## config.mk

```make
export PLATFORM = sky130hd
export DESIGN_NAME = utf8_control_char_validator_core
export DESIGN_NICKNAME = d
export VERILOG_FILES = /design/src/rtl/core/ucv_pkg.sv /design/src/rtl/core/ucv_front.sv /design/src/rtl/core/ucv_queue.sv /design/src/rtl/core/ucv_back.sv /design/src/rtl/core/utf8_control_char_validator_core.sv
export SDC_FILE = /design/constraint.sdc
export NUM_CORES = 1
export LEC_CHECK = 0
export ABC_CLOCK_PERIOD_IN_PS = 11300
export BUFFER_PORTS_ARGS = -buffer_cell sky130_fd_sc_hd__buf_4
export CAP_MARGIN = 5
export CELL_PAD_IN_SITES_DETAIL_PLACEMENT = 1
export CELL_PAD_IN_SITES_GLOBAL_PLACEMENT = 1
export CORE_MARGIN = 8
export CORE_UTILIZATION = 53
export DETAILED_ROUTE_END_ITERATION = 8
export PLACE_DENSITY_LB_ADDON = 0.1
export SLEW_MARGIN = 20
export SYNTH_ARGS = -nofsm -noshare
export SYNTH_HDL_FRONTEND = slang
export SYNTH_HIERARCHICAL = 1
export SYNTH_SLANG_ARGS = --single-unit
```

## constraint.sdc

```tcl
create_clock -name clk -period 11.3 [get_ports clk]
set_clock_uncertainty 0.1 [all_clocks]
set_input_delay 1.13 -clock clk [delete_from_list [all_inputs] [get_ports clk]]
set_output_delay 1.13 -clock clk [all_outputs]
set_load 0.05 [all_outputs]
```

## src/rtl/core/ucv_pkg.sv

```systemverilog
// Shared types and constants for the UTF-8 control character validator.
`default_nettype none

package ucv_pkg;

	// Width of the character counter and the widened form used for saturation
	localparam int COUNT_WIDTH = 16;
	localparam int CNT_EXT_W   = (COUNT_WIDTH > 16) ? COUNT_WIDTH : 16;

	// Queue between front and back
	localparam int QUEUE_DEPTH = 4;
	localparam int QPTR_W      = $clog2(QUEUE_DEPTH);
	localparam int QCNT_W      = $clog2(QUEUE_DEPTH + 1);

	// Control code point limits
	localparam logic [20:0] CTRL_C0_MAX = 21'h00001f;
	localparam logic [20:0] CTRL_DEL    = 21'h00007f;
	localparam logic [20:0] CTRL_C1_MIN = 21'h000080;
	localparam logic [20:0] CTRL_C1_MAX = 21'h00009f;

	// Verdict codes
	typedef enum logic [1:0] {
		VERDICT_VALID    = 2'd0,
		VERDICT_CONTROL  = 2'd1,
		VERDICT_MISS_CNT = 2'd2,
		VERDICT_BAD_LEAD = 2'd3
	} verdict_t;

	// Byte classes decided by the front end
	typedef enum logic [2:0] {
		KIND_ASCII = 3'd0,
		KIND_LEAD2 = 3'd1,
		KIND_LEAD3 = 3'd2,
		KIND_LEAD4 = 3'd3,
		KIND_CONT  = 3'd4,
		KIND_BAD   = 3'd5
	} kind_t;

	// One classified byte as it sits in the queue
	typedef struct packed {
		kind_t      kind;
		logic [7:0] byte_value;
	} ucv_item_t;

	// Push side of the queue
	typedef struct packed {
		logic      push;
		ucv_item_t item;
	} ucv_push_t;

	// Pop side of the queue
	typedef struct packed {
		logic      valid;
		ucv_item_t item;
	} ucv_head_t;

endpackage

`default_nettype wire

```

## src/rtl/core/ucv_front.sv

```systemverilog
// Front end: takes request bytes and classifies them by UTF-8 bit pattern.
`default_nettype none

module ucv_front
	import ucv_pkg::*;
(
	input  wire logic       in_valid,
	output logic            in_ready,
	input  wire logic [7:0] byte_value,
	input  wire logic       queue_full,
	output ucv_push_t       push_o
);

	kind_t kind;

	// Lead byte pattern decode
	always_comb begin
		unique casez (byte_value)
			8'b0???????: kind = KIND_ASCII;
			8'b10??????: kind = KIND_CONT;
			8'b110?????: kind = KIND_LEAD2;
			8'b1110????: kind = KIND_LEAD3;
			8'b11110???: kind = KIND_LEAD4;
			default:     kind = KIND_BAD;
		endcase
	end

	assign in_ready               = !queue_full;
	assign push_o.push            = in_valid && !queue_full;
	assign push_o.item.kind       = kind;
	assign push_o.item.byte_value = byte_value;

endmodule

`default_nettype wire

```

## src/rtl/core/ucv_queue.sv

```systemverilog
// Short queue of classified bytes between front end and decoder.
`default_nettype none

module ucv_queue
	import ucv_pkg::*;
(
	input  wire logic       clk,
	input  wire logic       arst_n,
	input  wire ucv_push_t  push_i,
	input  wire logic       pop,
	output logic            full,
	output ucv_head_t       head_o
);

	ucv_item_t         mem_q [QUEUE_DEPTH];
	logic [QPTR_W-1:0] wr_ptr_q;
	logic [QPTR_W-1:0] rd_ptr_q;
	logic [QCNT_W-1:0] count_q;
	logic              do_pop;

	assign full         = (count_q == QCNT_W'(QUEUE_DEPTH));
	assign head_o.valid = (count_q != '0);
	assign head_o.item  = mem_q[rd_ptr_q];
	assign do_pop       = pop && head_o.valid;

	// Storage
	always_ff @(posedge clk) begin
		if (push_i.push) begin
			mem_q[wr_ptr_q] <= push_i.item;
		end
	end

	// Pointers and fill count
	always_ff @(posedge clk or negedge arst_n) begin
		if (!arst_n) begin
			wr_ptr_q <= '0;
			rd_ptr_q <= '0;
			count_q  <= '0;
		end else begin
			if (push_i.push) begin
				wr_ptr_q <= (wr_ptr_q == QPTR_W'(QUEUE_DEPTH - 1)) ? '0 : wr_ptr_q + 1'b1;
			end
			if (do_pop) begin
				rd_ptr_q <= (rd_ptr_q == QPTR_W'(QUEUE_DEPTH - 1)) ? '0 : rd_ptr_q + 1'b1;
			end
			if (push_i.push && !do_pop) begin
				count_q <= count_q + 1'b1;
			end else if (!push_i.push && do_pop) begin
				count_q <= count_q - 1'b1;
			end
		end
	end

endmodule

`default_nettype wire

```

## src/rtl/core/ucv_back.sv

```systemverilog
// Back end: UTF-8 decoder state, control check and verdict output register.
`default_nettype none

module ucv_back
	import ucv_pkg::*;
(
	input  wire logic        clk,
	input  wire logic        arst_n,
	input  wire ucv_head_t   head_i,
	output logic             pop,
	output logic             out_valid,
	input  wire logic        out_ready,
	output logic [1:0]       verdict,
	output logic [15:0]      char_number,
	output logic [20:0]      detail_value,
	output logic [2:0]       sequence_length
);

	// Decoder state
	logic                   skip_q;
	logic [1:0]             rem_q;
	logic [2:0]             seq_q;
	logic [20:0]            acc_q;
	logic [COUNT_WIDTH-1:0] cnt_q;
	logic                   out_valid_q;

	logic                   skip_d;
	logic [1:0]             rem_d;
	logic [2:0]             seq_d;
	logic [20:0]            acc_d;
	logic [COUNT_WIDTH-1:0] cnt_d;

	logic                   emit;
	verdict_t               emit_verdict;
	logic [20:0]            emit_detail;
	logic [2:0]             emit_len;
	logic [20:0]            code;
	logic                   code_from_zero;
	logic                   judge;
	logic                   is_ctrl;
	logic [CNT_EXT_W-1:0]   cnt_ext;
	logic [15:0]            cnt_sat;
	logic [7:0]             b;

	assign b = head_i.item.byte_value;

	// Take the next request when the output register is free or draining
	assign pop = head_i.valid && (!out_valid_q || out_ready);

	// Saturated character number
	assign cnt_ext = CNT_EXT_W'(cnt_q);
	assign cnt_sat = (cnt_ext > CNT_EXT_W'(16'hffff)) ? 16'hffff : cnt_ext[15:0];

	// Control code point check
	assign is_ctrl = (code <= CTRL_C0_MAX) || (code == CTRL_DEL) ||
	                 ((code >= CTRL_C1_MIN) && (code <= CTRL_C1_MAX));

	// Decode step
	always_comb begin
		skip_d         = skip_q;
		rem_d          = rem_q;
		seq_d          = seq_q;
		acc_d          = acc_q;
		cnt_d          = cnt_q;
		emit           = 1'b0;
		emit_verdict   = VERDICT_VALID;
		emit_detail    = '0;
		emit_len       = '0;
		code           = 21'(b);
		code_from_zero = 1'b0;
		judge          = 1'b0;

		if (skip_q) begin
			if (b == 8'h00) begin
				skip_d = 1'b0;
				rem_d  = '0;
				seq_d  = '0;
				acc_d  = '0;
				cnt_d  = COUNT_WIDTH'(1);
			end
		end else if (rem_q == 2'd0) begin
			unique case (head_i.item.kind)
				KIND_ASCII: begin
					code           = 21'(b);
					code_from_zero = (b == 8'h00);
					judge          = 1'b1;
				end
				KIND_LEAD2: begin
					rem_d = 2'd1;
					seq_d = 3'd2;
					acc_d = 21'(b[4:0]);
				end
				KIND_LEAD3: begin
					rem_d = 2'd2;
					seq_d = 3'd3;
					acc_d = 21'(b[3:0]);
				end
				KIND_LEAD4: begin
					rem_d = 2'd3;
					seq_d = 3'd4;
					acc_d = 21'(b[2:0]);
				end
				KIND_CONT, KIND_BAD: begin
					emit         = 1'b1;
					emit_verdict = VERDICT_BAD_LEAD;
					emit_detail  = 21'(b);
					skip_d       = 1'b1;
					rem_d        = '0;
					seq_d        = '0;
					acc_d        = '0;
					cnt_d        = COUNT_WIDTH'(1);
				end
				default: ;
			endcase
		end else if (head_i.item.kind != KIND_CONT) begin
			// Continuation due but not present
			emit         = 1'b1;
			emit_verdict = VERDICT_MISS_CNT;
			emit_detail  = 21'(seq_q - 3'(rem_q));
			emit_len     = seq_q;
			skip_d       = (b != 8'h00);
			rem_d        = '0;
			seq_d        = '0;
			acc_d        = '0;
			cnt_d        = COUNT_WIDTH'(1);
		end else begin
			// Collect continuation payload
			acc_d = {acc_q[14:0], b[5:0]};
			rem_d = rem_q - 2'd1;
			if (rem_q == 2'd1) begin
				seq_d = '0;
				code  = {acc_q[14:0], b[5:0]};
				judge = 1'b1;
			end
		end

		// Judge a completed code point
		if (judge) begin
			if (code == 21'd0) begin
				emit         = 1'b1;
				emit_verdict = VERDICT_VALID;
				skip_d       = !code_from_zero;
				rem_d        = '0;
				seq_d        = '0;
				acc_d        = '0;
				cnt_d        = COUNT_WIDTH'(1);
			end else if (is_ctrl) begin
				emit         = 1'b1;
				emit_verdict = VERDICT_CONTROL;
				emit_detail  = code;
				skip_d       = 1'b1;
				rem_d        = '0;
				seq_d        = '0;
				acc_d        = '0;
				cnt_d        = COUNT_WIDTH'(1);
			end else if (cnt_q != '1) begin
				cnt_d = cnt_q + 1'b1;
			end
		end
	end

	// Decoder state registers
	always_ff @(posedge clk or negedge arst_n) begin
		if (!arst_n) begin
			skip_q <= 1'b0;
			rem_q  <= '0;
			seq_q  <= '0;
			acc_q  <= '0;
			cnt_q  <= COUNT_WIDTH'(1);
		end else if (pop) begin
			skip_q <= skip_d;
			rem_q  <= rem_d;
			seq_q  <= seq_d;
			acc_q  <= acc_d;
			cnt_q  <= cnt_d;
		end
	end

	// Output register valid
	always_ff @(posedge clk or negedge arst_n) begin
		if (!arst_n) begin
			out_valid_q <= 1'b0;
		end else if (pop && emit) begin
			out_valid_q <= 1'b1;
		end else if (out_ready) begin
			out_valid_q <= 1'b0;
		end
	end

	// Output register payload
	always_ff @(posedge clk) begin
		if (pop && emit) begin
			verdict         <= emit_verdict;
			char_number     <= cnt_sat;
			detail_value    <= emit_detail;
			sequence_length <= emit_len;
		end
	end

	assign out_valid = out_valid_q;

endmodule

`default_nettype wire

```

## src/rtl/core/utf8_control_char_validator_core.sv

```systemverilog
// Bytes pass the four-entry queue, which decouples input from output stalls; a verdict
// passes the output register. Throughput: one byte per cycle while the queue is not full.
// A byte causes at most one verdict; bytes that cause none leave no output.
// Reset (arst_n low, asynchronous) empties the queue and output register and puts the
// decoder at the start of a new string with the character number at one.
`default_nettype none

module utf8_control_char_validator_core
	import ucv_pkg::*;
(
	input  wire logic        clk,
	input  wire logic        arst_n,
	input  wire logic        in_valid,
	output logic             in_ready,
	input  wire logic [7:0]  byte_value,
	output logic             out_valid,
	input  wire logic        out_ready,
	output logic [1:0]       verdict,
	output logic [15:0]      char_number,
	output logic [20:0]      detail_value,
	output logic [2:0]       sequence_length
);

	ucv_push_t push;
	ucv_head_t head;
	logic      queue_full;
	logic      pop;

	// Classifier
	ucv_front u_front (
		.in_valid   (in_valid),
		.in_ready   (in_ready),
		.byte_value (byte_value),
		.queue_full (queue_full),
		.push_o     (push)
	);

	// Decoupling queue
	ucv_queue u_queue (
		.clk    (clk),
		.arst_n (arst_n),
		.push_i (push),
		.pop    (pop),
		.full   (queue_full),
		.head_o (head)
	);

	// Decoder and verdict output
	ucv_back u_back (
		.clk             (clk),
		.arst_n          (arst_n),
		.head_i          (head),
		.pop             (pop),
		.out_valid       (out_valid),
		.out_ready       (out_ready),
		.verdict         (verdict),
		.char_number     (char_number),
		.detail_value    (detail_value),
		.sequence_length (sequence_length)
	);

endmodule

`default_nettype wire

```

==> out/qor.csv, run 1 <==
stage,metric,value,unit
run_status,status,"complete, no violations",
finish,n_antenna_cell,0,
cts,clock_path_buffers,2,
synthesis,synthCells,518,
pwr,leakage,2.84,nW
sta,max_freq,0.249,GHz
finish,fin_nets,587,
critical_path,rr_endpoint,u_back/detail_value[16],
finish,area_delta_synth_final,17.0,%
critical_path,critPathCaptureType,flop,
worst_hold_path,hold_depth,0,
placement,hpwlAfterDp,10.2,mm
global_route,grt_pass1_vias,4778,
floorplan,num_rows,40,
synthesis,synth.area.mux_share,5.23,%
cts,cts-resized-gates,0,
global_route,grt_first_pass_wirelength,25.3,mm
global_route,gr-total-overflow,0,
global_route,grt_max_degree,46,
critical_path,r2r_slack,7290,ps
synthesis,synth-compound-area-share,18.4,%
placement,place_area,6920,um2
sta,slew_headroom,33.5,%
finish,drive_gt1_share,22.5,%
critical_path,crit_path_max_fanout,23,
sta,worst_pin_slew,995,ps
sta,period_needed,4010,ps
cts,cts_root_buffer,clkbuf_16,
pwr,report.power.total,1.89,mW
synthesis,synthFlopType,edfxtp_1,
finish,fin_util,63.2,%
cts,ctsHoldBuffers,0,
critical_path,cp_slowest_cell,dfrtp_1,
route,drc_errors,0,
cts,cts_buffers,17,
synthesis,ys_ff_latch,131,
synthesis,synth-edff-count,86,
critical_path,r2r_start,u_queue/rd_ptr_q[0],
critical_path,critPathMaxStageDelay,830,ps
placement,pre_cts_slack,7250,ps
floorplan,initial_core_util,54.0,%
cts,htree_levels,4,
route,vias_per_cell,6.25,
placement,io_buffer_count,55,
cts,cts_num_sinks,131,
worst_hold_path,hold_path.class,flop to flop,
synthesis,synth_top_family_by_area,compound AO/OA/AOI/OAI gates,
floorplan,core,12000,um2
cts,cts_setup_buffers,0,
placement,gp_congestion,0.842,
finish,layout_commonest_cell,edfxtp_1,
synthesis,syn_area,6460,um2
critical_path,crit_type,flop to flop,
cts,path_clk_slew,60,ps
critical_path,cp.required,11320,ps
route,wl_per_cell,21.3,um
critical_path,rr_worst_depth,8,
route,drtAntennaViolNets,0,
flow_run,cap_violations,0,
finish,mostFrequentLayoutCells,"86 x edfxtp_1, 57 x buf_4, 44 x dfrtp_1",
floorplan,dieArea,16000,um2
cts,clk_latency,420,ps
global_route,antenna_found_initial,0,
critical_path,worst_setup_path_start_kind,flop,
cts,cts_tree,built,
sta,post-route-period-util,35.5,%
route,vias,4504,
synthesis,syn-num-nets,544,
floorplan,ios,56,
sta,setup_ws,7290,ps
synthesis,synth-async-reset-ratio,34.4,%
sta,rsz0062_at_grt,no,
critical_path,crit_arrival,4030,ps
synthesis,synthSimpleGateAreaFrac,11.2,%
floorplan,die_h,126,um
synthesis,ys_types,77,
pwr,irDropWorstVdd,0.000173,V
worst_hold_path,holdPathEnd,u_back/char_number[14],
sta,hold_violations,0,
route,firstDrtPassIters,5,
route,drt_wl_total,15.3,mm
synthesis,seq_area_frac_synth,57.4,%
synthesis,yosysTopAreaCell,edfxtp_1,
synthesis,synthAdderAreaFrac,2.94,%
critical_path,path_cells,mux4_2 -> nor3_4 -> a21boi_2 -> or3_4 -> a21oi_4 -> nor2_1 -> nor2_4 -> buf_16,
sta,maxSlewViolCount,0,
pwr,cellPowerDensity,250,nW/um2
synthesis,synth_area_leaders,"edfxtp_1 40%, dfrtp_1 17%, mux4_2 3.1%, ha_1 2.3%, a22o_1 2.3%",
floorplan,die-width,126,um
route,drtIter0Drc,488,
synthesis,synthXorXnorAreaFrac,0.678,%
global_route,grt_use_total,20.1,%
synthesis,yosysTopAreaCellShare,40.0,%
sta,tns,0,ps
finish,fin_area,7560,um2
worst_hold_path,hp-start,u_back/cnt_ext[14],
sta,setup_violations,0,
synthesis,postSynthAreaPerCell,12.5,um2
synthesis,yosysWarningCount,6,
==> cells by family (layout without fill, tap and decap cells) <==
group | after synthesis | count (layout)
AOI/OAI and AO/OA | 161 | 161
and+or+nand+nor | 133 | 133
DFF | 131 | 131
buffers and inverters | 56 | 112
muxes | 18 | 18
adders and majority gates | 14 | 14
xor gates and xnor gates | 5 | 5
==> synthesized netlist by cell type (3+ instances only) <==
| cell type | number |
|---|---|
| edfxtp_1 | 86 |
| nor3_1 | 3 |
| mux4_2 | 9 |
| nand2b_1 | 4 |
| o31ai_1 | 12 |
| a22o_1 | 17 |
| buf_4 | 9 |
| mux2i_1 | 3 |
| a21o_1 | 10 |
| nor2_1 | 27 |
| and2_1 | 6 |
| clkbuf_1 | 15 |
| o21ai_0 | 26 |
| or3_4 | 3 |
| nor2b_1 | 4 |
| a22oi_1 | 13 |
| and3_1 | 7 |
| dfrtp_1 | 44 |
| xnor2_1 | 3 |
| buf_6 | 3 |
| a21boi_1 | 3 |
| inv_1 | 21 |
| o22ai_1 | 6 |
| nor4_1 | 6 |
| a21oi_1 | 27 |
| a41oi_1 | 3 |
| ha_1 | 12 |
| nand3_1 | 14 |
| a2111oi_0 | 12 |
| buf_2 | 6 |
| or3_1 | 3 |
| a32o_1 | 4 |
| nand2_1 | 39 |
| nand4_1 | 4 |
==> stage by stage <==
stage	hold slack (ps)	instances
6_report	382	721
5_1_grt	399	721
4_1_cts	385	721
3_5_place_dp	371	689
3_3_place_gp	361	688
2_1_floorplan	339	518
==> routing by layer <==
metal | GRT usage [%] | vias up | part of all wire [%]
met5 | 0 | - | 0
met4 | 9.84 | 0 | 2.0
met3 | 5.40 | 23 | 4.3
met2 | 33.6 | 95 | 52
met1 | 23.4 | 2297 | 42
li1 | - | 2089 | -
==> worst max-delay path, delay by kind of cell (launching register included) <==
family	cells	cell delay, ps
buffers and inverters	1	250
muxes	1	780
DFF	1	830
AOI/OAI and AO/OA	2	310
and+or+nand+nor	4	1440
==> power by group <==
| part | total, mW | leakage, nW | switching [mW] | internal, mW |
|---|---|---|---|---|
| Sequential | 0.695 | 1.38 | 0.0922 | 0.603 |
| Clock | 0.592 | 0.310 | 0.202 | 0.390 |
| Combinational | 0.605 | 1.15 | 0.376 | 0.229 |
| Total | 1.89 | 2.84 | 0.671 | 1.22 |
==> state kept, by name, summed over array words and instances, names as in the netlist <==
register	cells
u_queue/mem_q	44
u_back/detail_value	21
u_back/char_number	16
u_back/cnt_ext	16
u_back/acc_q	15
u_back/seq_q	3
u_back/sequence_length	3
u_queue/count_q	3
u_back/rem_q	2
u_back/verdict	2
u_queue/rd_ptr_q	2
u_queue/wr_ptr_q	2
u_back/out_valid	1
u_back/skip_q	1
==> how the worst max path moves through the flow <==
| stage | startpoint | end | slack [ps] | cells after the start |
|---|---|---|---|---|
| after floorplan | u_queue/rd_ptr_q[0] | u_back/char_number[0] | 6410 | 10 |
| after global placement | u_queue/rd_ptr_q[0] | u_back/char_number[14] | 7130 | 7 |
| after detailed placement | u_queue/rd_ptr_q[0] | u_back/detail_value[11] | 7250 | 8 |
| after CTS | u_queue/rd_ptr_q[0] | u_back/detail_value[11] | 7220 | 8 |
| after global routing | u_queue/rd_ptr_q[0] | u_back/detail_value[17] | 7060 | 8 |
| final | u_queue/rd_ptr_q[0] | u_back/detail_value[16] | 7290 | 8 |
==> cell type report <==
class                      instances  area [um2]
tap                              147         184
fill                            1132        4400
clock buffer                      18         429
inverter                          22        82.6
timing repair buffer              58         455
clock inverter                    14         211
sequential                       131        3710
multi-input combinational        331        2490
Power figures use the tool's default switching activity.
==> run 2: changes to the inputs <==
Settings changed: ABC_CLOCK_PERIOD_IN_PS 11300 to 3600, CORE_UTILIZATION 53 to 44.
Clock period 11.3 ns to 3.6 ns, I/O delays scaled along.
==> out/qor.csv, run 2 (synthesis gave the netlist of run 1 again) <==
stage,metric,value,unit,change
run_status,status,"complete, no violations",,
placement,gp_congestion,0.877,,+4.2%
cts,cts_buffers,17,,unchanged
sta,setup_ws,251,ps,-7040 ps
critical_path,critPathCaptureType,flop,,
sta,worst_pin_slew,659,ps,-337 ps
finish,reg_top3,"u_queue/mem_q x44, u_back/detail_value x21",,
critical_path,cp_slowest_cell,mux4_2,,
floorplan,dieArea,18800,um2,+18%
cts,cts_num_sinks,131,,unchanged
sta,slew_headroom,56.1,%,+23 points
route,drc_errors,0,,unchanged
worst_hold_path,holdPathEnd,u_queue/mem_q[1][2],,
cts,cts-resized-gates,0,,unchanged
sta,maxSlewViolCount,0,,unchanged
route,drt_wl_total,15.8,mm,+3.4%
finish,fin_nets,605,,+3.1%
global_route,gr-total-overflow,0,,unchanged
cts,cts_tree,built,,
route,drtAntennaViolNets,0,,unchanged
worst_hold_path,hp-start,byte_value[2],,
global_route,met3_usage,3.72,%,-1.7 points
placement,hpwlAfterDp,10.9,mm,+7.6%
pwr,cellPowerDensity,775,nW/um2,+210%
critical_path,cp.required,3680,ps,-7640 ps
flow_run,cap_violations,0,,unchanged
critical_path,rr_endpoint,u_back/detail_value[4],,
cts,cts_root_buffer,clkbuf_16,,
cts,cts_setup_buffers,0,,unchanged
global_route,grt_first_pass_wirelength,25.4,mm,+0.38%
finish,drive_gt1_share,25.0,%,+2.5 points
critical_path,critPathMaxStageDelay,710,ps,-120 ps
critical_path,crit_type,flop to flop,,
route,wl_per_cell,20.4,um,-3.9%
global_route,antenna_found_initial,0,,unchanged
route,vias,4527,,+0.51%
sta,hold_violations,0,,unchanged
critical_path,crit_arrival,3430,ps,-600 ps
cts,clock_path_buffers,2,,unchanged
global_route,use_met1,20.9,%,-2.4 points
finish,regMostFlops,u_queue/mem_q,,
route,vias_per_cell,5.83,,-6.6%
critical_path,crit_path_max_fanout,22,,-4.3%
floorplan,die_h,137,um,+8.5%
sta,rsz0062_at_grt,no,,
finish,mostFrequentLayoutCells,"86 x edfxtp_1, 74 x buf_4, 43 x dfrtp_1",,
critical_path,r2r_slack,250,ps,-7040 ps
floorplan,core,14400,um2,+21%
floorplan,ios,56,,unchanged
worst_hold_path,hold_path.class,input port to flop,,
global_route,met2_usage,29.4,%,-4.3 points
floorplan,initial_core_util,44.8,%,-9.2 points
finish,fin_area,7700,um2,+1.8%
finish,layout_commonest_cell,edfxtp_1,,
cts,clk_latency,420,ps,about the same
finish,nFillCells,1461,,+29%
pwr,irDropWorstVdd,0.000341,V,+97%
critical_path,worst_setup_path_start_kind,flop,,
finish,n_antenna_cell,0,,unchanged
sta,max_freq,0.299,GHz,+20%
floorplan,die-width,137,um,+8.5%
critical_path,path_cells,mux4_2 -> nor3_4 -> a21boi_2 -> o2111ai_2 -> a21oi_4 -> buf_4 -> or2_2 -> a21o_1,,
sta,period_needed,3350,ps,-664 ps
cts,ctsHoldBuffers,1,,+1
placement,pre_cts_slack,260,ps,-6990 ps
global_route,grt_pass1_vias,4730,,-1.0%
global_route,grt_use_total,17.7,%,-2.4 points
finish,ff_latch_area,3710,um2,about the same
cts,htree_levels,4,,unchanged
finish,largest_reg_flops,44,,unchanged
finish,multiInputGateArea,2490,um2,+0.30%
sta,setup_violations,0,,unchanged
placement,place_area,7090,um2,+2.5%
worst_hold_path,hold_depth,1,,+1
sta,tns,0,ps,unchanged
finish,area_delta_synth_final,19.1,%,
pwr,leakage,2.90,nW,+2.0%
finish,fin_util,53.4,%,-9.8 points
floorplan,num_rows,44,,+10%
critical_path,rr_worst_depth,8,,unchanged
placement,placed_cells,743,,+7.8%
sta,post-route-period-util,93.0,%,+58 points
cts,path_clk_slew,60,ps,about the same
route,drtIter0Drc,258,,-47%
global_route,grt_busiest_layer,met2,,
global_route,grt_max_degree,46,,unchanged
placement,io_buffer_count,55,,unchanged
critical_path,r2r_start,u_queue/rd_ptr_q[0],,
finish,instances_no_fill,776,,+7.6%
route,firstDrtPassIters,4,,-1
run 2: how the worst max path moves through the flow:
stage	from	end	slack [ps]	depth (start not counted)
after floorplan	u_queue/rd_ptr_q[0]	u_back/char_number[0]	7	10
after global placement	u_queue/rd_ptr_q[0]	u_back/detail_value[7]	340	8
after detailed placement	u_queue/rd_ptr_q[0]	u_back/detail_value[4]	260	8
after CTS	u_queue/rd_ptr_q[0]	u_back/detail_value[4]	250	8
after global routing	u_queue/rd_ptr_q[0]	u_back/detail_value[4]	40	8
final	u_queue/rd_ptr_q[0]	u_back/detail_value[4]	250	8
run 2: report_power, final:
group	total [mW]	internal, mW	switching, mW
registers	2.16	1.89	0.269
logic	2.06	0.800	1.26
clock network	1.74	1.04	0.704
run 2: cell type report:
| type | count | share of cell area [%] |
|---|---|---|
| Inverter | 22 | 1.07 |
| Clock buffer | 17 | 5.53 |
| Tap cell | 184 | 2.99 |
| Timing Repair Buffer | 76 | 7.61 |
| Clock inverter | 15 | 2.19 |
| Multi-Input combinational cell | 331 | 32.4 |
| Sequential cell | 131 | 48.2 |
run 2: through the flow:
| stage | power [mW] | hold slack, ps |
|---|---|---|
| 2_1_floorplan | 3.62 | -35.6 |
| 4_1_cts | 6.02 | 19.3 |
| 5_1_grt | 6.29 | 22.9 |
| 3_5_place_dp | 4.25 | 322 |
| 3_3_place_gp | 4.17 | 315 |
| 6_report | 5.97 | 34.4 |
run 2: worst max-delay path, delay by kind of cell, from the launching register on:
kind                   cells  cell delay (ps)
buffers and inverters      1              230
AOI/OAI and AO/OA          4              720
muxes                      1              710
and+or+nand+nor            2              710
DFF                        1              620
run 2: layer usage:
metal,part of all wire [%],wire length (um)
met1,43,6830
met5,0,0
met4,3.2,504
met3,3.6,576
met2,50,7940
==> run 3: changes to the inputs <==
Settings changed: ABC_CLOCK_PERIOD_IN_PS 3600 to 4200, BUFFER_PORTS_ARGS -buffer_cell sky130_fd_sc_hd__buf_4 to default, CORE_UTILIZATION 44 to 56, DONT_BUFFER_PORTS from default to 1.
Clock period 3.6 ns to 4.2 ns, I/O delays scaled along.
==> out/qor.csv, run 3 (synthesis gave the netlist of run 1 again) <==
stage,metric,value,unit,change
finish,area_delta_synth_final,12.2,%,
finish,fin_nets,547,,-9.6%
sta,period_needed,3630,ps,+284 ps
finish,regMostFlops,u_queue/mem_q,,
route,drt_wl_total,16.8,mm,+5.8%
critical_path,cp.required,4440,ps,+760 ps
critical_path,crit_path_max_fanout,28,,+27%
critical_path,worst_setup_path_start_kind,flop,,
critical_path,crit_arrival,3870,ps,+440 ps
cts,clk_latency,420,ps,about the same
global_route,grt_first_pass_wirelength,27.0,mm,+6.3%
placement,io_buffer_count,0,,-100%
placement,pre_cts_slack,642,ps,+382 ps
sta,setup_ws,567,ps,+316 ps
route,drtIter0Drc,499,,+93%
route,drtAntennaViolNets,0,,unchanged
sta,slew_headroom,41.5,%,-15 points
global_route,grt_max_degree,46,,unchanged
sta,post-route-period-util,86.5,%,-6.5 points
finish,layout_commonest_cell,edfxtp_1,,
critical_path,critPathCaptureType,flop,,
cts,cts_tree,built,,
global_route,grt_pass1_vias,4744,,+0.30%
pwr,internal_power,3.18,mW,-15%
finish,drive_gt1_share,15.2,%,-9.8 points
cts,clock_path_buffers,2,,unchanged
run_status,status,"complete, no violations",,
route,vias,4446,,-1.8%
pwr,leakage,2.63,nW,-9.2%
finish,reg_top3,"u_queue/mem_q x44, u_back/detail_value x21",,
finish,n_antenna_cell,0,,unchanged
sta,tns,0,ps,unchanged
cts,cts-resized-gates,0,,unchanged
floorplan,num_rows,39,,-11%
floorplan,die_h,123,um,-10%
global_route,grt_use_total,23.5,%,+5.8 points
sta,worst_pin_slew,878,ps,+219 ps
sta,rsz0062_at_grt,no,,
pwr,switchingPower,1.89,mW,-15%
global_route,gr-total-overflow,0,,unchanged
floorplan,core,11300,um2,-22%
sta,setup_violations,0,,unchanged
placement,placed_cells,635,,-15%
cts,htree_levels,4,,unchanged
flow_run,cap_violations,0,,unchanged
route,wl_per_cell,24.8,um,+21%
cts,path_clk_slew,60,ps,about the same
sta,maxSlewViolCount,0,,unchanged
floorplan,ios,56,,unchanged
pwr,clockPowerShare,29.8,%,+0.6 points
pwr,irDropWorstVdd,0.000439,V,+29%
floorplan,dieArea,15200,um2,-19%
placement,hpwlAfterDp,11.0,mm,+0.24%
sta,hold_violations,0,,unchanged
pwr,pwr-share-seq,38.2,%,+2.0 points
pwr,switching_share,37.3,%,-0.18 points
finish,largest_reg_flops,44,,unchanged
finish,nFillCells,1080,,-26%
global_route,antenna_found_initial,0,,unchanged
pwr,cellPowerDensity,699,nW/um2,-9.8%
route,drc_errors,0,,unchanged
sta,max_freq,0.275,GHz,-7.8%
worst_hold_path,hold_path.class,input port to flop,,
route,firstDrtPassIters,4,,unchanged
cts,cts_root_buffer,clkbuf_16,,
critical_path,crit_type,flop to flop,,
cts,cts_buffers,17,,unchanged
finish,mostFrequentLayoutCells,"86 x edfxtp_1, 44 x dfrtp_1, 39 x nand2_1",,
floorplan,die-width,123,um,-10%
cts,cts_num_sinks,131,,unchanged
floorplan,initial_core_util,57.1,%,+12 points
route,vias_per_cell,6.57,,+13%
placement,gp_congestion,0.878,,about the same
pwr,p_comb_share,32.0,%,-2.6 points
finish,instances_no_fill,677,,-13%
[run 3: cell types whose count changed in the layout (fill, tap and decap cells not counted), sizes merged]
cell / delta
dlygate4sd3: +8
bufinv: +1
buf: -66
clkinv: +3
inv: -4
[run 3: layout make-up]
type	count	area, um2	share of cell area, %
well taps	143	179	2.47
repair buffers	18	190	2.62
inverters	22	82.6	1.14
multi-input cells	331	2490	34.3
clock inverters	15	180	2.48
flip-flops and latches	131	3710	51.1
clock buffers	17	425	5.87
[run 3: routing by layer]
layer / wire length, um / GRT usage, %
met5: 0 / 0
met4: 558 / 11.6
met3: 684 / 4.89
met2: 8860 / 40.4
met1: 6660 / 27.6
[run 3: worst paths after layout]
check                                    endpoint                start  slack, ps  cells past startpoint
setup / recovery               u_back/cnt_ext[12]  u_queue/rd_ptr_q[0]        570                      8
hold / removal                   u_back/out_valid            out_ready         90                      2
setup reg to reg               u_back/cnt_ext[12]  u_queue/rd_ptr_q[0]        570                      8
hold reg to reg            u_back/char_number[14]   u_back/cnt_ext[14]        370                      0
max in group asynchronous       u_back/cnt_ext[0]               arst_n       3330                      2
min in group asynchronous       u_back/cnt_ext[5]               arst_n        410                      2
[run 3: stage by stage]
stage               hold WS (ps)  utilization [%]  instance area [um2]  power, mW
floorplan                   24.4                -                 6460       3.09
global placement            26.2             57.7                 6530       3.44
detailed placement          25.8             57.7                 6530       3.52
CTS                         79.5             64.1                 7250       5.08
global route                89.6             64.1                 7250       5.31
finish                      94.0             64.1                 7250       5.07
[run 3: timing repair]
action                     CTS  global route
setup endpoints to repair    0             0
hold endpoints to repair    77             0
hold buffers                10             0
setup buffers                0             0
[run 3: critical path, stage by stage (launching register included)]
cell and delay [ps]:
dfrtp_1 510, buf_4 270, mux4_2 700, nor3_4 430, nand4_1 260, o2111a_1 240
o22ai_4 590, o21ai_0 220, a21oi_1 220
[run 3: power by group through the flow]
stage                     sequential, mW  clock (mW)  combinational [mW]
after floorplan                     1.84           0                1.26
after global placement              1.93           0                1.50
after detailed placement            1.95           0                1.56
after CTS                           1.94        1.53                1.61
after global routing                1.97        1.59                1.75
final                               1.94        1.51                1.62
